===== config.mk =====
export PLATFORM = sky130hd
export DESIGN_NAME = vdq_cell
export DESIGN_NICKNAME = d
export VERILOG_FILES = /design/src/rtl/core/vdq_pkg.sv /design/src/rtl/core/vdq_cell.sv
export SDC_FILE = /design/constraint.sdc
export NUM_CORES = 2
export LEC_CHECK = 0
export ABC_AREA = 1
export BUFFER_PORTS_ARGS = -buffer_cell sky130_fd_sc_hd__buf_2
export CORE_MARGIN = 4
export CORE_UTILIZATION = 30
export CTS_BUF_LIST = sky130_fd_sc_hd__clkbuf_4 sky130_fd_sc_hd__clkbuf_8 sky130_fd_sc_hd__clkbuf_16
export DETAILED_ROUTE_END_ITERATION = 7
export PLACE_DENSITY = 0.53
export SYNTH_ARGS = -nofsm -noshare
export SYNTH_HDL_FRONTEND = slang
export SYNTH_SLANG_ARGS = --single-unit

===== constraint.sdc =====
create_clock -name clk_i -period 2.6 [get_ports clk_i]
set_input_delay 0.39 -clock clk_i [delete_from_list [all_inputs] [get_ports clk_i]]
set_output_delay 0.39 -clock clk_i [all_outputs]
set_load 0.1 [all_outputs]

===== src/rtl/core/vdq_pkg.sv =====
package vdq_pkg;

  // Default coordinate width
  localparam int unsigned COORD_WIDTH_DEF = 16;

  // Octant boundaries (2j+1)*pi/128, j = 0..NUM_BOUNDS-1
  localparam int unsigned NUM_BOUNDS   = 16;
  localparam int unsigned CNT_W        = $clog2(NUM_BOUNDS + 1);
  localparam int unsigned TAYLOR_TERMS = 14;

  // Heading steps, 1/128 turn each
  localparam int unsigned DIR_W = 7;
  localparam logic [7:0] STEP_QUARTER = 8'd32;
  localparam logic [7:0] STEP_HALF    = 8'd64;
  localparam logic [7:0] STEP_FULL    = 8'd128;

  // Fixed point with 62 fraction bits
  localparam logic [63:0] PI_Q62  = 64'hC90FDAA22168C235;
  localparam logic [63:0] ONE_Q62 = 64'h4000000000000000;

  // Control bits carried along the cell row
  typedef struct packed {
    logic valid;
    logic swapped;
    logic x_neg;
    logic y_neg;
  } ctrl_t;

  // (a*b) >> 62, truncated to 64 bits
  function automatic logic [63:0] mul_q62(input logic [63:0] a, input logic [63:0] b);
    logic [127:0] prod;
    prod = {64'd0, a} * {64'd0, b};
    return prod[125:62];
  endfunction

  // Truncating unsigned quotient by shift and subtract; elaboration only
  function automatic logic [63:0] div_u64(input logic [63:0] num, input logic [63:0] den);
    logic [63:0] quo;
    logic [64:0] rem;
    quo = '0;
    rem = '0;
    for (int i = 63; i >= 0; i--) begin
      rem = {rem[63:0], num[i]};
      if (rem >= {1'b0, den}) begin
        rem    = rem - {1'b0, den};
        quo[i] = 1'b1;
      end
    end
    return quo;
  endfunction

  // Sine or cosine of boundary j from a truncated Taylor series; elaboration only
  function automatic logic [63:0] bound_trig(input int unsigned j, input logic want_cos);
    logic [63:0] x;
    logic [63:0] x2;
    logic [63:0] st;
    logic [63:0] ss;
    logic [63:0] ct;
    logic [63:0] cs;
    logic [63:0] sdiv;
    logic [63:0] cdiv;
    x  = (PI_Q62 >> 7) * (64'(j) * 64'd2 + 64'd1);
    x2 = mul_q62(x, x);
    st = x;
    ss = x;
    ct = ONE_Q62;
    cs = ONE_Q62;
    for (int unsigned n = 1; n <= TAYLOR_TERMS; n++) begin
      sdiv = 64'((2 * n) * (2 * n + 1));
      cdiv = 64'((2 * n - 1) * (2 * n));
      st = div_u64(mul_q62(st, x2), sdiv);
      ct = div_u64(mul_q62(ct, x2), cdiv);
      if (n[0]) begin
        ss = ss - st;
        cs = cs - ct;
      end else begin
        ss = ss + st;
        cs = cs + ct;
      end
    end
    return want_cos ? cs : ss;
  endfunction

  function automatic logic [63:0] bound_sin(input int unsigned j);
    return bound_trig(j, 1'b0);
  endfunction

  function automatic logic [63:0] bound_cos(input int unsigned j);
    return bound_trig(j, 1'b1);
  endfunction

endpackage


===== src/rtl/core/vdq_cell.sv =====
module vdq_cell #(
  parameter int unsigned COORD_WIDTH = vdq_pkg::COORD_WIDTH_DEF,
  parameter int unsigned BOUND_IDX   = 0
) (
  input  logic                          clk_i,
  input  logic                          rst_ni,
  input  logic                          adv_i,
  input  vdq_pkg::ctrl_t                ctrl_i,
  input  logic [COORD_WIDTH-1:0]        u_i,
  input  logic [COORD_WIDTH-1:0]        v_i,
  input  logic [vdq_pkg::CNT_W-1:0]     cnt_i,
  output vdq_pkg::ctrl_t                ctrl_o,
  output logic [COORD_WIDTH-1:0]        u_o,
  output logic [COORD_WIDTH-1:0]        v_o,
  output logic [vdq_pkg::CNT_W-1:0]     cnt_o
);

  localparam logic [63:0] SinQ  = vdq_pkg::bound_sin(BOUND_IDX);
  localparam logic [63:0] CosQ  = vdq_pkg::bound_cos(BOUND_IDX);
  localparam logic [31:0] SinHi = SinQ[63:32];
  localparam logic [31:0] SinLo = SinQ[31:0];
  localparam logic [31:0] CosHi = CosQ[63:32];
  localparam logic [31:0] CosLo = CosQ[31:0];
  localparam int unsigned PW    = COORD_WIDTH + 32;
  localparam int unsigned SW    = COORD_WIDTH + 64;

  // Stage a: partial products
  vdq_pkg::ctrl_t              ctrl_a_q;
  logic [COORD_WIDTH-1:0]      u_a_q;
  logic [COORD_WIDTH-1:0]      v_a_q;
  logic [vdq_pkg::CNT_W-1:0]   cnt_a_q;
  logic [PW-1:0]               vch_q;
  logic [PW-1:0]               vcl_q;
  logic [PW-1:0]               ush_q;
  logic [PW-1:0]               usl_q;

  // Stage b: full products
  vdq_pkg::ctrl_t              ctrl_b_q;
  logic [COORD_WIDTH-1:0]      u_b_q;
  logic [COORD_WIDTH-1:0]      v_b_q;
  logic [vdq_pkg::CNT_W-1:0]   cnt_b_q;
  logic [SW-1:0]               lhs_q;
  logic [SW-1:0]               rhs_q;
  logic [SW-1:0]               lhs_d;
  logic [SW-1:0]               rhs_d;

  // Stage c: boundary count
  vdq_pkg::ctrl_t              ctrl_c_q;
  logic [COORD_WIDTH-1:0]      u_c_q;
  logic [COORD_WIDTH-1:0]      v_c_q;
  logic [vdq_pkg::CNT_W-1:0]   cnt_c_q;
  logic [vdq_pkg::CNT_W-1:0]   cnt_c_d;

  assign lhs_d   = {vch_q, 32'd0} + SW'(vcl_q);
  assign rhs_d   = {ush_q, 32'd0} + SW'(usl_q);
  // Count the boundary when v*cos(b) > u*sin(b)
  assign cnt_c_d = cnt_b_q + vdq_pkg::CNT_W'(lhs_q > rhs_q);

  always_ff @(posedge clk_i or negedge rst_ni) begin
    if (!rst_ni) begin
      ctrl_a_q <= '0;
      ctrl_b_q <= '0;
      ctrl_c_q <= '0;
    end else if (adv_i) begin
      ctrl_a_q <= ctrl_i;
      ctrl_b_q <= ctrl_a_q;
      ctrl_c_q <= ctrl_b_q;
    end
  end

  always_ff @(posedge clk_i) begin
    if (adv_i) begin
      u_a_q   <= u_i;
      v_a_q   <= v_i;
      cnt_a_q <= cnt_i;
      vch_q   <= PW'(v_i) * PW'(CosHi);
      vcl_q   <= PW'(v_i) * PW'(CosLo);
      ush_q   <= PW'(u_i) * PW'(SinHi);
      usl_q   <= PW'(u_i) * PW'(SinLo);

      u_b_q   <= u_a_q;
      v_b_q   <= v_a_q;
      cnt_b_q <= cnt_a_q;
      lhs_q   <= lhs_d;
      rhs_q   <= rhs_d;

      u_c_q   <= u_b_q;
      v_c_q   <= v_b_q;
      cnt_c_q <= cnt_c_d;
    end
  end

  assign ctrl_o = ctrl_c_q;
  assign u_o    = u_c_q;
  assign v_o    = v_c_q;
  assign cnt_o  = cnt_c_q;

endmodule


* Yosys cells after proc, flatten, opt, wreduce, memory -nomap -nowiden
Cells that the tools add are included.
W data, S select, Z words.
** Storage, ports and cells
- Memory bits (writable) :: 0
- Word-level logic and storage cells :: 35
- ROM bits :: 0
- Memories :: 0
- Output and inout bits :: 41
- Latch bits :: 0
- Bits of input ports :: 44
- Bits in registers :: 461
** Operators by class
- Add/sub/neg operators :: 3
- Shift-type cells :: 0
- Div/mod/pow operators :: 0
- $mul :: 4
- Bitwise gates (word level) :: 0
- Eq/ne operators :: 0
- Reduce and logical (&&, ||, !) cells :: 0
- Magnitude comparators :: 1
- Muxes and demuxes :: 0
** Operators by type and width (count)
- $gt A80 B80 Y1 :: 1
- $add A78 B44 Y79 :: 1
- $add A73 B47 Y74 :: 1
- $mul A16 B31 Y47 const B :: 1
- $mul A16 B30 Y46 const B :: 1
- $mul A16 B28 Y44 const B :: 1
- $mul A16 B25 Y41 const B :: 1
- $add A5 B1 Y5 :: 1

* Longest topological paths before layout
- Depth after elaboration :: 2
- Depth in mapped cells :: 25
- Gate-level depth less buffers :: 25

* Least setup slack after synthesis
OpenSTA, ideal clock, no wires.
- Kind :: input to register
- Start point :: input u_i[13]
- End point :: register usl_q[34] (data pin)
- Data required time :: 2348 ps
- Stages :: 21
- Arrival :: 5097 ps
- Path slack :: -2749 ps
- Path buffers :: 0
- Setup time :: 252 ps
- Cell sequence :: fa_1 -> inv_1 -> fa_1 -> inv_1 -> fa_1 -> fa_1 -> fa_1 -> inv_1 -> fa_1 -> inv_1 -> ha_1 -> nand2_1 -> nand2_1 -> a31oi_1 -> nor2_1 -> nor2_1 -> nor2_1 -> nor2_1 -> nand2_1 -> nand2_1 -> nand2_1
** On the way
- Cells in the longest elaborated chain, start to end :: 1
** RTL lines
- start, declared :: line vdq_cell.sv:9 : input logic [COORD_WIDTH-1:0] u_i,
- $mul A16 B31 Y47 :: line vdq_cell.sv:79 : usl_q <= PW'(u_i) * PW'(SinLo);
- end signal, assigned :: line vdq_cell.sv:79
- end, declared :: line vdq_cell.sv:35 : logic [PW-1:0] usl_q;
No other way between the ends.
A chain may end at the register's enable or synchronous reset.

* Worst setup path in the final report
- Start point :: input u_i[14]
- End point :: register usl_q[31] (data pin)
The elaborated chain is that of the path after synthesis.

==> impl_metrics.tcl <==
set metrics [dict create \
    path_cells "buf_8 > fa_2 > inv_4 > fa_2 > inv_4 > buf_12 > fa_2 > fa_1 > fa_1 > fa_1 > ha_4 > a21oi_2 > o21ai_4 > a21oi_2 > nand3_4 > nand2_2 > nand2_1 > nand2_1 > nand2_2" \
    worstPathRequired_ns 3.04 \
    crit_family "adder cells" \
    fin_worst_skew_ns 0.0466 \
    setup_ws_ns -2.20 \
    clkTransAtPathRegs_ns 0.06 \
    reg2reg_to "cnt_o[2]$_DFFE_PP_" \
    drt_iter0_markers 2153 \
    grt_max_degree 104 \
    wl_mm 166 \
    area_growth_pct 40.5 \
    drive_gt1_share_pct 36.0 \
    max_stage_delay_ns 0.65 \
    globalplace.congestion 0.973 \
    failed_checks "setup timing" \
    drv_slew 0 \
    critical_path_class "input port to register" \
    initial_core_util_pct 30.3 \
    maxCapViolCount 0 \
    io_pins 85 \
    fillers 15900 \
    timing.hold.ws_ns 0.0591 \
    synth_area_sq_um 50100 \
    die_h_um 416 \
    final_nets 7947 \
    tightestPinTransition_ns 0.698 \
    hold_violations 0 \
    ys_top_cells_by_area "edfxtp_1 25%, fa_1 23%, ha_1 18%, inv_1 9.5%, nand2_1 7.8%" \
    endpoint_kind "register" \
    avgSynthCellArea_sq_um 9.16 \
    ant_nets 0 \
    cts_max_level 2 \
    grt-ovfl-total 0 \
    clkLatencyLatePin_ns 0.68 \
    ys_warn_count 0 \
    netlist_top_cells_count "1270 x inv_1, 1038 x nand2_1, 706 x ha_1, 580 x fa_1, 425 x edfxtp_1" \
    grt_pass1_wl_mm 254 \
    port_buffers 84 \
    reg2regPathDepth 15 \
    start_kind "input port" \
    ys_seq_elements 437 \
    synth-edff-count 425 \
    dp_hpwl_mm 143 \
    avgRoutedWirePerCell_um 18.7 \
    path_buf_inv 4 \
    clock_path_buffers 3 \
    min_to "v_a_q[8]$_DFFE_PP_" \
    diodes 0 \
    ys_seq_area_share_pct 26.1 \
    cp_max_fo 4 \
    cp_slowest_cell "fa_2" \
    slew_headroom_pct 53.4 \
    clock_sinks 437 \
    yosysTopAreaCell "edfxtp_1" \
    grt_pass1_vias 42300 \
    fin_crit_sh_pct 185 \
    track_usage_pct 19.0 \
    antenna_found_initial 3 \
    netlist.area_leader.share_pct 25.5 \
    fp.dieW_um 416 \
    vias 40400 \
    rows 149 \
    async_flop_share_pct 2.75 \
    timing.rr.start "lhs_q[55]$_DFFE_PP_" \
    setup-violations-final 152 \
    min_path_cells 2 \
    coreArea_sq_um 165000 \
    yosys.cell_count.top_type "inv_1" \
    syn_nets 6797 \
    hold_path_class "input port to register" \
    cts_made_buffers 54 \
    netlist_instances 5467 \
    status "finished, violations left" \
    firstDrtPassIters 5 \
    fmax_mhz 208 \
    post-route-drc-count 0 \
    multi_input_area_sq_um 38900 \
    cts_tree "yes" \
    dieArea_sq_um 173000 \
    seqCellArea_sq_um 13100 \
    synth_flop_cell "edfxtp_1" \
    synth_cell_types 50 \
    fin_crit_ns 4.80 \
    rsz0062_at_grt "true" \
    cts_root_buffer "clkbuf_16" \
    worstHoldStart "v_i[8]" \
    reg2reg_slack_ns -0.09 \
    worstPathArrival_ns 5.24 \
    via_per_inst 4.57 \
]
==> sequential cells by signal (all words and copies together) (netlist names), 5 cells and up <==
name and flops:
ush_q 34, vcl_q 43, v_b_q 16, cnt_o 5, v_a_q 16, cnt_a_q 5, cnt_b_q 5, vch_q 40
lhs_q 78, v_o 16, u_o 16, rhs_q 73, u_a_q 16, usl_q 46, u_b_q 16
==> stage by stage <==
step | area, sq um | worst slack (ns) | cells | TNS (ns) | util [%]
floorplan | 52800 | -2.34 | 5467 | -293.52 | -
global placement | 62600 | -3.00 | 8594 | -390.05 | 37.9
detailed placement | 62600 | -2.99 | 8594 | -390.73 | 37.9
CTS | 68300 | -2.12 | 8791 | -264.10 | 41.3
global route | 70300 | -2.26 | 8849 | -288.25 | 42.5
finish | 70300 | -2.20 | 8849 | -272.95 | 42.5
==> cell usage in the layout (no fill, tap or decap), types with 14 or more instances in the layout <==
master,Yosys,layout
ha_1,706,521
xor2_2,0,23
buf_2,0,58
buf_4,0,859
o21ai_0,138,65
o21ai_1,11,33
clkbuf_16,0,57
ha_4,0,163
nand3_1,189,123
nor3_1,45,40
buf_6,0,135
dlygate4sd3_1,0,14
edfxtp_1,425,425
nor2_4,0,76
inv_2,3,127
a21o_1,16,16
xnor2_1,46,39
a21oi_1,275,133
nor2_1,380,238
o21ai_2,12,41
nand2_2,29,206
nand2_4,4,84
nor2_2,4,70
fa_1,580,508
inv_1,1270,1126
fa_2,0,72
nand3_2,8,57
o21a_1,14,14
o21ai_4,2,24
a21oi_2,5,75
xor2_1,108,79
nand4_1,57,57
buf_12,0,19
a21oi_4,1,73
nand3_4,0,17
nand2_1,1038,772
ha_2,0,22
==> area by class of cell <==
cell class / count / area share [%]
well taps: 2189 / 3.89
inverters: 1273 / 6.89
clock inverters: 30 / 0.459
clock buffers: 69 / 2.19
multi-input cells: 3755 / 55.3
repair buffers: 1096 / 12.7
flip-flops and latches: 437 / 18.6
==> layer usage <==
| metal | wire, um | up-vias | track usage (%) |
|---|---|---|---|
| li1 | - | 19700 | - |
| met1 | 77300 | 19800 | 26.7 |
| met2 | 77100 | 723 | 31.3 |
| met3 | 6660 | 201 | 2.31 |
| met4 | 4840 | 2 | 4.83 |
| met5 | 13 | - | 0 |
==> repair_timing <==
action,4_1_cts,5_1_grt
gates cloned,0,0
buffers inserted,94,66
hold buffers,14,0
pin swaps,421,364
gates resized for setup,729,416
endpoints found under the setup margin,156,162
hold endpoints to repair,25,0
==> cells by family after synthesis <==
logic type,after synthesis,synth area share [%]
fa+ha+maj,1286,40.8
compound gates,512,5.65
mux,4,0.0900
buf+inv,1275,9.56
flops,437,26.1
xor+xnor,154,2.69
simple gates,1799,15.1
==> worst max-delay path by stage <==
stage	start	cells after the start	end	slack, ns
floorplan	u_i[15]	21	usl_q[34]$_DFFE_PP_	-2.34
global route	u_i[14]	21	usl_q[38]$_DFFE_PP_	-2.26
CTS	u_i[14]	18	ush_q[22]$_DFFE_PP_	-2.12
finish	u_i[14]	19	usl_q[31]$_DFFE_PP_	-2.20
detailed placement	u_i[8]	21	usl_q[38]$_DFFE_PP_	-2.99
global placement	u_i[8]	21	usl_q[38]$_DFFE_PP_	-3.00
Power is left out: the tool's default activity adds up to more than one toggle a clock period on the data nets, which glitch-free logic cannot reach.
