**config.mk**
```make
export PLATFORM = sky130hd
export DESIGN_NAME = vdq_fold
export DESIGN_NICKNAME = d
export VERILOG_FILES = /design/src/rtl/core/vdq_pkg.sv /design/src/rtl/core/vdq_fold.sv
export SDC_FILE = /design/constraint.sdc
export NUM_CORES = 1
export LEC_CHECK = 0
export ABC_AREA = 1
export BUFFER_PORTS_ARGS = -buffer_cell sky130_fd_sc_hd__buf_2
export CAP_MARGIN = 10
export CELL_PAD_IN_SITES_DETAIL_PLACEMENT = 0
export CELL_PAD_IN_SITES_GLOBAL_PLACEMENT = 1
export CORE_UTILIZATION = 44
export CTS_CLUSTER_SIZE = 10
export DETAILED_ROUTE_END_ITERATION = 12
export PLACE_DENSITY_LB_ADDON = 0.1
export SLEW_MARGIN = 5
export SYNTH_ARGS = -nofsm -noshare
export SYNTH_HDL_FRONTEND = slang
export SYNTH_SLANG_ARGS = --single-unit
export TNS_END_PERCENT = 5
```
**constraint.sdc**
```tcl
create_clock -name clk_i -period 5.8 [get_ports clk_i]
set_input_delay 1.16 -clock clk_i [delete_from_list [all_inputs] [get_ports clk_i]]
set_output_delay 1.16 -clock clk_i [all_outputs]
set_load 0.03 [all_outputs]
```
**src/rtl/core/vdq_pkg.sv**
```systemverilog
package vdq_pkg;

  // Default coordinate width
  localparam int unsigned COORD_WIDTH_DEF = 16;

  // Octant boundaries (2j+1)*pi/128, j = 0..NUM_BOUNDS-1
  localparam int unsigned NUM_BOUNDS   = 16;
  localparam int unsigned CNT_W        = $clog2(NUM_BOUNDS + 1);
  localparam int unsigned TAYLOR_TERMS = 14;

  // Heading steps, 1/128 turn each
  localparam int unsigned DIR_W = 7;
  localparam logic [7:0] STEP_QUARTER = 8'd32;
  localparam logic [7:0] STEP_HALF    = 8'd64;
  localparam logic [7:0] STEP_FULL    = 8'd128;

  // Fixed point with 62 fraction bits
  localparam logic [63:0] PI_Q62  = 64'hC90FDAA22168C235;
  localparam logic [63:0] ONE_Q62 = 64'h4000000000000000;

  // Control bits carried along the cell row
  typedef struct packed {
    logic valid;
    logic swapped;
    logic x_neg;
    logic y_neg;
  } ctrl_t;

  // (a*b) >> 62, truncated to 64 bits
  function automatic logic [63:0] mul_q62(input logic [63:0] a, input logic [63:0] b);
    logic [127:0] prod;
    prod = {64'd0, a} * {64'd0, b};
    return prod[125:62];
  endfunction

  // Truncating unsigned quotient by shift and subtract; elaboration only
  function automatic logic [63:0] div_u64(input logic [63:0] num, input logic [63:0] den);
    logic [63:0] quo;
    logic [64:0] rem;
    quo = '0;
    rem = '0;
    for (int i = 63; i >= 0; i--) begin
      rem = {rem[63:0], num[i]};
      if (rem >= {1'b0, den}) begin
        rem    = rem - {1'b0, den};
        quo[i] = 1'b1;
      end
    end
    return quo;
  endfunction

  // Sine or cosine of boundary j from a truncated Taylor series; elaboration only
  function automatic logic [63:0] bound_trig(input int unsigned j, input logic want_cos);
    logic [63:0] x;
    logic [63:0] x2;
    logic [63:0] st;
    logic [63:0] ss;
    logic [63:0] ct;
    logic [63:0] cs;
    logic [63:0] sdiv;
    logic [63:0] cdiv;
    x  = (PI_Q62 >> 7) * (64'(j) * 64'd2 + 64'd1);
    x2 = mul_q62(x, x);
    st = x;
    ss = x;
    ct = ONE_Q62;
    cs = ONE_Q62;
    for (int unsigned n = 1; n <= TAYLOR_TERMS; n++) begin
      sdiv = 64'((2 * n) * (2 * n + 1));
      cdiv = 64'((2 * n - 1) * (2 * n));
      st = div_u64(mul_q62(st, x2), sdiv);
      ct = div_u64(mul_q62(ct, x2), cdiv);
      if (n[0]) begin
        ss = ss - st;
        cs = cs - ct;
      end else begin
        ss = ss + st;
        cs = cs + ct;
      end
    end
    return want_cos ? cs : ss;
  endfunction

  function automatic logic [63:0] bound_sin(input int unsigned j);
    return bound_trig(j, 1'b0);
  endfunction

  function automatic logic [63:0] bound_cos(input int unsigned j);
    return bound_trig(j, 1'b1);
  endfunction

endpackage

```
**src/rtl/core/vdq_fold.sv**
```systemverilog
module vdq_fold #(
  parameter int unsigned COORD_WIDTH = vdq_pkg::COORD_WIDTH_DEF
) (
  input  logic                          clk_i,
  input  logic                          rst_ni,
  input  logic                          adv_i,
  input  logic                          valid_i,
  input  logic signed [COORD_WIDTH-1:0] front_x_i,
  input  logic signed [COORD_WIDTH-1:0] front_y_i,
  input  logic signed [COORD_WIDTH-1:0] back_x_i,
  input  logic signed [COORD_WIDTH-1:0] back_y_i,
  output vdq_pkg::ctrl_t                ctrl_o,
  output logic [COORD_WIDTH-1:0]        u_o,
  output logic [COORD_WIDTH-1:0]        v_o
);

  localparam int unsigned DW = COORD_WIDTH + 1;

  logic                 valid_q;
  logic signed [DW-1:0] dx_q;
  logic signed [DW-1:0] dy_q;
  logic signed [DW-1:0] dx_d;
  logic signed [DW-1:0] dy_d;

  logic [DW-1:0]          ndx;
  logic [DW-1:0]          ndy;
  logic [COORD_WIDTH-1:0] ax;
  logic [COORD_WIDTH-1:0] ay;
  logic                   swap;

  vdq_pkg::ctrl_t         ctrl_q;
  vdq_pkg::ctrl_t         ctrl_d;
  logic [COORD_WIDTH-1:0] u_q;
  logic [COORD_WIDTH-1:0] v_q;

  // Difference at full precision, one bit wider than the coordinates
  assign dx_d = {front_x_i[COORD_WIDTH-1], front_x_i} - {back_x_i[COORD_WIDTH-1], back_x_i};
  assign dy_d = {front_y_i[COORD_WIDTH-1], front_y_i} - {back_y_i[COORD_WIDTH-1], back_y_i};

  // Magnitude always fits the coordinate width
  assign ndx  = -dx_q;
  assign ndy  = -dy_q;
  assign ax   = dx_q[DW-1] ? ndx[COORD_WIDTH-1:0] : dx_q[COORD_WIDTH-1:0];
  assign ay   = dy_q[DW-1] ? ndy[COORD_WIDTH-1:0] : dy_q[COORD_WIDTH-1:0];
  assign swap = ay > ax;

  always_comb begin
    ctrl_d.valid   = valid_q;
    ctrl_d.swapped = swap;
    ctrl_d.x_neg   = dx_q[DW-1];
    ctrl_d.y_neg   = dy_q[DW-1];
  end

  always_ff @(posedge clk_i or negedge rst_ni) begin
    if (!rst_ni) begin
      valid_q <= 1'b0;
      ctrl_q  <= '0;
    end else if (adv_i) begin
      valid_q <= valid_i;
      ctrl_q  <= ctrl_d;
    end
  end

  always_ff @(posedge clk_i) begin
    if (adv_i) begin
      dx_q <= dx_d;
      dy_q <= dy_d;
      u_q  <= swap ? ay : ax;
      v_q  <= swap ? ax : ay;
    end
  end

  assign ctrl_o = ctrl_q;
  assign u_o    = u_q;
  assign v_o    = v_q;

endmodule

```
# Word level (Yosys, flattened, before mapping)
# Index checks and enable logic that the tools add are counted.
dict set report word_totals {
  reg_bits 71
  inputBits 68
  output_inout_bits 36
  elab_cells 18
}
dict set report op_classes {
  addsub 4
  magnitude_cmp 1
  mux 4
}
# cell count
set op_table {}
lappend op_table {{$mux 16} 4}
lappend op_table {{$sub 16x16->17} 2}
lappend op_table {{$neg 16->16} 2}
lappend op_table {{$gt 16x16->1} 1}

# Logic depth before layout (Yosys ltp)
# Gate-level depths: netlist (run 1).
dict set report logic_depth {
  depth_word 4
  mapped_depth 19
  mapped_depth_nobuf 18
}

# Worst setup path before layout (run 1)
# No wires, ideal clock.
dict set report synth_path {
  kind {input-to-reg}
  from {in front_x_i[0]}
  to {reg dx_q[16], data pin}
  setup_time_ns 0.252
  t_arrival_ns 2.400
  t_required_ns 5.548
  setup_slack_ns 3.148
  stages 9
  path_buffers 0
  cell_sequence {inv_1 -> ha_1 -> fa_1 -> o21ai_1 -> nand3_1 -> nand2_1 -> nand3_1 -> nand3_1 -> nand2_1}
}
dict set report synth_via {
  elab_chain_cells 1
}
# item line
set synth_rtl {}
lappend synth_rtl {{from (decl)} vdq_fold.sv:8} ;# input logic signed [COORD_WIDTH-1:0] front_x_i,
lappend synth_rtl {{$sub 16x16->17} vdq_fold.sv:37} ;# assign dx_d = {front_x_i[COORD_WIDTH-1], front_x_i} - {back_x_i[COORD_WIDTH-1], back_x_i};
lappend synth_rtl {{via dx_d[16]} vdq_fold.sv:22} ;# logic signed [DW-1:0] dx_d;
lappend synth_rtl {{to (signal assigned)} vdq_fold.sv:66} ;# dx_q <= dx_d;
lappend synth_rtl {{to (decl)} vdq_fold.sv:20} ;# logic signed [DW-1:0] dx_q;
# The timed path passes the listed nets, and every way through them passes these cells.
# A chain may end at the register's enable or synchronous reset.

# Worst setup path in the final report (run 1)
dict set report layout_path {
  from {reg dx_q[0]}
  to {reg u_q[5], in the netlist u_o[5], data pin}
}
dict set report layout_via {
  elab_chain_cells 4
}
# item line
set layout_rtl {}
lappend layout_rtl {{$neg 16->16} vdq_fold.sv:41} ;# assign ndx = -dx_q;
lappend layout_rtl {{$mux 16 *} vdq_fold.sv:43} ;# assign ax = dx_q[DW-1] ? ndx[COORD_WIDTH-1:0] : dx_q[COORD_WIDTH-1:0];
lappend layout_rtl {{$gt 16x16->1} vdq_fold.sv:45} ;# assign swap = ay > ax;
lappend layout_rtl {{$mux 16 *} vdq_fold.sv:68} ;# u_q <= swap ? ay : ax;
lappend layout_rtl {{to (signal assigned)} vdq_fold.sv:68}
lappend layout_rtl {{to (decl)} vdq_fold.sv:33} ;# logic [COORD_WIDTH-1:0] u_q;
# Every way passes the cells marked *; elsewhere a longest branch is shown, timed or not.

==> results of run 1 <==
kinds of logic (layout without fill, tap and decap cells):
logic type	after synthesis	count (layout)	synth area share [%]
AOI/OAI and AO/OA	65	65	6.28
adders and majority gates	52	52	11.5
DFF	71	71	36.3
and+or+nand+nor	435	435	31.7
xor gates and xnor gates	28	28	4.23
buffers and inverters	143	251	10.0
stage by stage:
stage / instance area, um^2 / hold slack (ns)
floorplan: 5800 / 0.442
global placement: 6450 / 0.451
detailed placement: 6450 / 0.453
CTS: 6770 / 0.467
global route: 6770 / 0.485
finish: 6770 / 0.462
report_power, final:
| group | switching, mW | total, mW | internal (mW) |
|---|---|---|---|
| Combinational | 0.690 | 1.01 | 0.321 |
| Clock | 0.189 | 0.588 | 0.399 |
| Sequential | 0.0611 | 0.799 | 0.738 |
| Total | 0.940 | 2.40 | 1.46 |
worst max path at each step:
stage,end,startpoint,slack [ns],cells past startpoint
after global placement,u_o[14],dx_q[0],2.47,14
final,u_o[5],dx_q[0],2.37,16
after CTS,u_o[5],dx_q[0],2.38,14
after global routing,v_o[10],dx_q[0],2.04,16
after detailed placement,u_o[5],dx_q[0],2.38,14
after floorplan,dx_q[16],front_x_i[0],3.15,9
worst max-delay path, cell delays in order, from the launching register on:
cell	delay [ns]
edfxtp_1	0.49
inv_1	0.12
ha_1	0.18
nand3_1	0.15
o21ai_0	0.22
xor2_1	0.37
inv_1	0.09
ha_1	0.28
nand2_1	0.07
nor2_2	0.19
nand2_1	0.07
nand2_1	0.07
nand2_2	0.07
nand2_4	0.29
nand2_4	0.28
nand2_1	0.16
nand2_1	0.06
layout make-up:
type	instances	share of cell area, %
tap	172	3.18
timing repair buffer	104	7.72
clock buffer	13	3.84
clock inverter	3	0.960
sequential	71	31.1
inverter	131	7.26
multi-input combinational	580	45.9
sequential cells by signal, summed over array words and instances (netlist names):
register / cells
dy_q: 17
v_o: 16
dx_q: 17
u_o: 16
valid_q: 1
ctrl_o: 4
layout by cell type (no fill, tap or decap), drive strengths merged:
cell / count
nor3: 8
clkinv: 1
nand3b: 2
clkbuf: 13
a21boi: 1
a21o: 4
buf: 104
o21bai: 4
nor2: 61
dfrtp: 5
inv: 131
o21a: 2
a21oi: 29
nand4: 8
nand3: 86
edfxtp: 66
fa: 2
xnor2: 7
o21ai: 25
nand2: 269
xor2: 21
bufinv: 2
ha: 50
or2: 1
routing by layer:
metal  share of wire (%)  vias up
met5                   0        -
met4                 2.7        0
met3                 4.1       19
met2                  44      127
met1                  49     2211
li1                    -     2752
==> results.cfg, run 1 <==
[die]
fp.dieH_um = 117
fp.dieW_um = 117
dieArea_um2 = 13600
core_um2 = 12700
num_rows = 41
pin_count = 104
start_util_pct = 45.6

[synthesis]
ys_top_cells_by_count = 263 x nand2_1, 130 x inv_1, 85 x nand3_1
syn_area_um2 = 5800
synth_top_area_share_pct = 34.2
syn_nets = 914
ys.flop_type = edfxtp_1
yosysMostFrequentCell = nand2_1
yosysTopAreaCell = edfxtp_1
netlist_top_cells_area = edfxtp_1 34%, nand2_1 17%, ha_1 11%
synthDistinctLibCells = 31
ys_ff_latch = 71
synth-edff-count = 66
ys_warn_count = 0
avgSynthCellArea_um2 = 7.30
syn_inst = 794
async_flop_share_pct = 7.04
synth-seq-area-share_pct = 36.3

[global_routing]
use_met3_pct = 2.21
grt_use_met2_pct = 31.6
grt_pass1_vias = 4621
antenna_found_initial = 0
grt.total_usage_pct = 19.2
grt_max_degree = 42
overflow = 0
grt_pass1_wl_um = 20600
grt_util_met1_pct = 25.4
grt.busiest_layer = met2

[worst_setup_path]
cp-start-kind = flip-flop
r2r-end = u_o[5]
crit_fanout = 34
endpoint_kind = flip-flop
crit_type = flip-flop to flip-flop
crit_required_ns = 5.89
r2r_cells = 16
r2r_setup_slack_ns = 2.37
reg2reg_from = dx_q[0]
cp.arrival_ns = 3.52

[detailed_routing]
dr.pass1.iters = 4
wl_per_cell_um = 11.4
detail-route-antenna-nets = 0
drtIter0Drc = 348
drc_errors = 0
wl_um = 12200
vias_per_cell = 4.76
route.vias.total = 5109

[sta]
setup_viol = 0
fin_skew_ns = 0.00638
totalNegativeSetupSlack_ns = 0
hold_viol_final = 0
slew_violations = 0
worstMarginPinSlew_ns = 0.906
period_share_pct = 59.2
fmax_mhz = 291
layout_min_cycle_time_ns = 3.43
grt_setup_unrepaired = no
fin_ws_ns = 2.37
slew_headroom_pct = 39.6

[finish]
n_antenna_cell = 0
final_util_pct = 53.2
nets = 1017
multi_input_area_um2 = 3110
fill_cells = 1254
seq_area_um2 = 2110
area_delta_synth_final_pct = 16.8
drive_gt1_share_pct = 14.5
fin_cells = 1074

[clock_network]
cts_setup_buffers = 0
cts_resized = 0
clockBufferDepth = 2
cts-root-buf = clkbuf_16
clock_latency_ns = 0.33
cts_tree = built
cts_hold_buf = 0
clock-sinks = 71
numCtsBuffers = 9
htreeDepth = 3
path_clk_slew_ns = 0.05

[worst_hold_path]
hp-start = ctrl_o[0]
min_delay_path_depth = 2
hp-class = flip-flop to flip-flop
min_to = ctrl_o[0]

[placed_design]
io_buffers = 103
dpl.hpwl_um = 10000
place_ws_ns = 2.38
dp_cells = 1058
gp_congestion = 0.831

[job]
drv_cap = 0

[power]
p_leak_nw = 3.67
p_per_area_nw_per_um2 = 354
ir_drop_v = 0.000161
total_power_mw = 2.40

[status]
outcome = finished, final reports clean
(Power assumes the default switching activity.)
==> run 2: changes to the inputs <==
--- a/config.mk
+++ b/config.mk
@@ -5,12 +5,12 @@
 export SDC_FILE = /design/constraint.sdc
 export NUM_CORES = 1
 export LEC_CHECK = 0
-export ABC_AREA = 1
+export ABC_AREA = 0
 export BUFFER_PORTS_ARGS = -buffer_cell sky130_fd_sc_hd__buf_2
 export CAP_MARGIN = 10
 export CELL_PAD_IN_SITES_DETAIL_PLACEMENT = 0
 export CELL_PAD_IN_SITES_GLOBAL_PLACEMENT = 1
-export CORE_UTILIZATION = 44
+export CORE_UTILIZATION = 39
 export CTS_CLUSTER_SIZE = 10
 export DETAILED_ROUTE_END_ITERATION = 12
 export PLACE_DENSITY_LB_ADDON = 0.1
==> constraint.sdc (replaced) <==
create_clock -name clk_i -period 2.9 [get_ports clk_i]
set_input_delay 0.58 -clock clk_i [delete_from_list [all_inputs] [get_ports clk_i]]
set_output_delay 0.58 -clock clk_i [all_outputs]
set_load 0.03 [all_outputs]
==> results.cfg, run 2 <==
[synthesis]
synthDistinctLibCells = 51
synth_xor_area_share_pct = 8.31
synth-compound-area-share_pct = 14.4
syn_area_um2 = 5270
ys_warn_count = 0
netlist_top_cells_area = edfxtp_1 38%, ha_1 12%, xnor2_1 4.8%
ys.flop_type = edfxtp_1
async_flop_share_pct = 7.04
synthAdderAreaFrac_pct = 12.6
synthSimpleGateAreaFrac_pct = 11.4
ys_ff_latch = 71
synth_top_family_by_area = compound AO/OA/AOI/OAI gates
ys_top_cells_by_count = 66 x edfxtp_1, 64 x inv_1, 50 x ha_1
syn_nets = 634
avgSynthCellArea_um2 = 10.3
yosysMostFrequentCell = edfxtp_1
synth-edff-count = 66
synthMuxAreaShare_pct = 7.98
synth_top_area_share_pct = 37.6
yosysTopAreaCell = edfxtp_1
syn_inst = 514
synth-seq-area-share_pct = 40.0

[worst_setup_path]
cp-start-kind = flip-flop
endpoint_kind = flip-flop
r2r_cells = 12
crit_type = flip-flop to flip-flop
cp.arrival_ns = 3.88
crit_fanout = 6
crit_required_ns = 2.99

[clock_network]
clock-sinks = 71
cts_tree = built
clockBufferDepth = 2
numCtsBuffers = 9
cts-root-buf = clkbuf_16
htreeDepth = 3
clock_latency_ns = 0.34
cts_hold_buf = 0
path_clk_slew_ns = 0.05

[power]
internal_power_mw = 3.49
p_switching_mw = 1.88
combPwrFrac_pct = 49.2
p_per_area_nw_per_um2 = 748
seqPwrFrac_pct = 29.6
p_clk_share_pct = 21.2
ir_drop_v = 0.000354
p_leak_nw = 3.33
switching_share_pct = 35.0

[die]
dieArea_um2 = 14000
num_rows = 42
start_util_pct = 40.0
pin_count = 104
fp.dieH_um = 118
core_um2 = 13200
fp.dieW_um = 118

[status]
outcome = finished with violations
violations = setup timing

[detailed_routing]
drtIter0Drc = 134
route.vias.total = 4405
wl_um = 11600
vias_per_cell = 4.93
dr.pass1.iters = 4
drc_errors = 0
detail-route-antenna-nets = 0
wl_per_cell_um = 13.0

[finish]
mostFrequentLayoutCells = 103 x buf_2, 90 x buf_4, 66 x edfxtp_1
n_antenna_cell = 0
fin_cells = 893
drive_gt1_share_pct = 35.1
final_common_cell = buf_2
area_delta_synth_final_pct = 36.1
biggestRegsByFlops = dx_q x17, dy_q x17
nets = 832
final_util_pct = 54.4

[global_routing]
antenna_found_initial = 0
grt_pass1_wl_um = 19500
overflow = 0
grt.total_usage_pct = 17.2
grt_max_degree = 30
grt_pass1_vias = 4287

[sta]
hold_viol_final = 0
worstMarginPinSlew_ns = 0.490
fin_ws_ns = -0.892
fin_skew_ns = 0.00352
grt_setup_unrepaired = yes
setup_viol = 33
slew_violations = 0
layout_min_cycle_time_ns = 3.79
period_share_pct = 131
slew_headroom_pct = 66.9
totalNegativeSetupSlack_ns = -27.39
fmax_mhz = 264

[placed_design]
io_buffers = 103
dpl.hpwl_um = 9500
gp_congestion = 0.887
dp_cells = 869

[job]
drv_cap = 0

[worst_hold_path]
hp-class = input pin to async pin
run 2: changes by cell type in the layout (fill, tap and decap cells not counted), sizes merged, moves of 7 or more:
cell    delta
or3        +7
buf       +93
mux2      +16
nand3     -75
nand2b    +11
mux2i     +24
nor2b     +10
o31ai      +8
nand2    -246
inv       -67
nor2      -46
xnor2     +22
run 2: critical path: stages, from the launching register on:
cell      delay (ns)
edfxtp_1        0.40
or4_4           0.54
or3_4           0.35
or3_1           0.34
a21oi_2         0.16
xnor2_1         0.12
ha_1            0.31
nand4_1         0.19
buf_4           0.21
or2_4           0.25
a21oi_4         0.18
buf_6           0.16
mux2_2          0.34
run 2: area by class of cell:
class | instances | area [um^2]
fillers | 1211 | 6020
multi-input cells | 369 | 3040
flip-flops and latches | 71 | 2110
repair buffers | 197 | 1250
inverters | 64 | 240
clock buffers | 9 | 225
well taps | 176 | 220
clock inverters | 7 | 87.6
run 2: final timing paths:
check                               start         to  slack, ns
worst min register to register  ctrl_o[0]  ctrl_o[0]       0.50
worst max register to register    dy_q[7]     u_o[9]      -0.89
max in group asynchronous          rst_ni    valid_q       2.72
min in group clk_i                valid_i    valid_q       0.49
worst min-delay path               rst_ni  ctrl_o[1]       0.05
worst max-delay path              dy_q[7]     u_o[9]      -0.89
run 2: cells by family (layout without fill, tap and decap cells):
family | after synthesis | count (layout)
flip-flops | 71 | 71
multiplexers | 40 | 40
adder cells (fa/ha/maj) | 52 | 52
AO/OA/AOI/OAI | 114 | 114
XOR/XNOR | 50 | 50
buffers and inverters | 74 | 277
AND/OR/NAND/NOR | 113 | 113
run 2: metrics by stage:
| step | power [mW] | cell area [um^2] | hold WS, ns | setup slack [ns] |
|---|---|---|---|---|
| final | 5.37 | 7170 | 0.0472 | -0.892 |
| after global routing | 5.69 | 7170 | 0.0454 | -1.00 |
| after CTS | 5.26 | 7000 | 0.0420 | -0.796 |
| after detailed placement | 4.07 | 6650 | 0.403 | -0.804 |
| after global placement | 4.00 | 6650 | 0.395 | -0.720 |
| after floorplan | 3.16 | 5300 | 0.284 | -0.667 |
run 2: per-layer routing:
layer  wire length, um  GRT usage (%)  up-vias
li1                  -              -     2284
met1              5470           22.2     2014
met2              5510           29.4       91
met3               338           1.93       16
met4               248           7.05        0
met5                 0              0        -
run 2: timing repair:
| item | CTS | global route |
|---|---|---|
| resized for setup | 8 | 19 |
| buffers inserted | 0 | 8 |
| endpoints found under the hold margin | 0 | 0 |
| endpoints found under the setup margin | 33 | 33 |
| pin swaps | 0 | 14 |
run 2: power groups by stage:
| stage | combinational, mW | clock, mW | sequential (mW) |
|---|---|---|---|
| after detailed placement | 2.46 | 0 | 1.61 |
| final | 2.64 | 1.14 | 1.59 |
| after global routing | 2.87 | 1.20 | 1.62 |
| after floorplan | 1.19 | 0 | 1.98 |
| after CTS | 2.51 | 1.16 | 1.59 |
| after global placement | 2.40 | 0 | 1.60 |
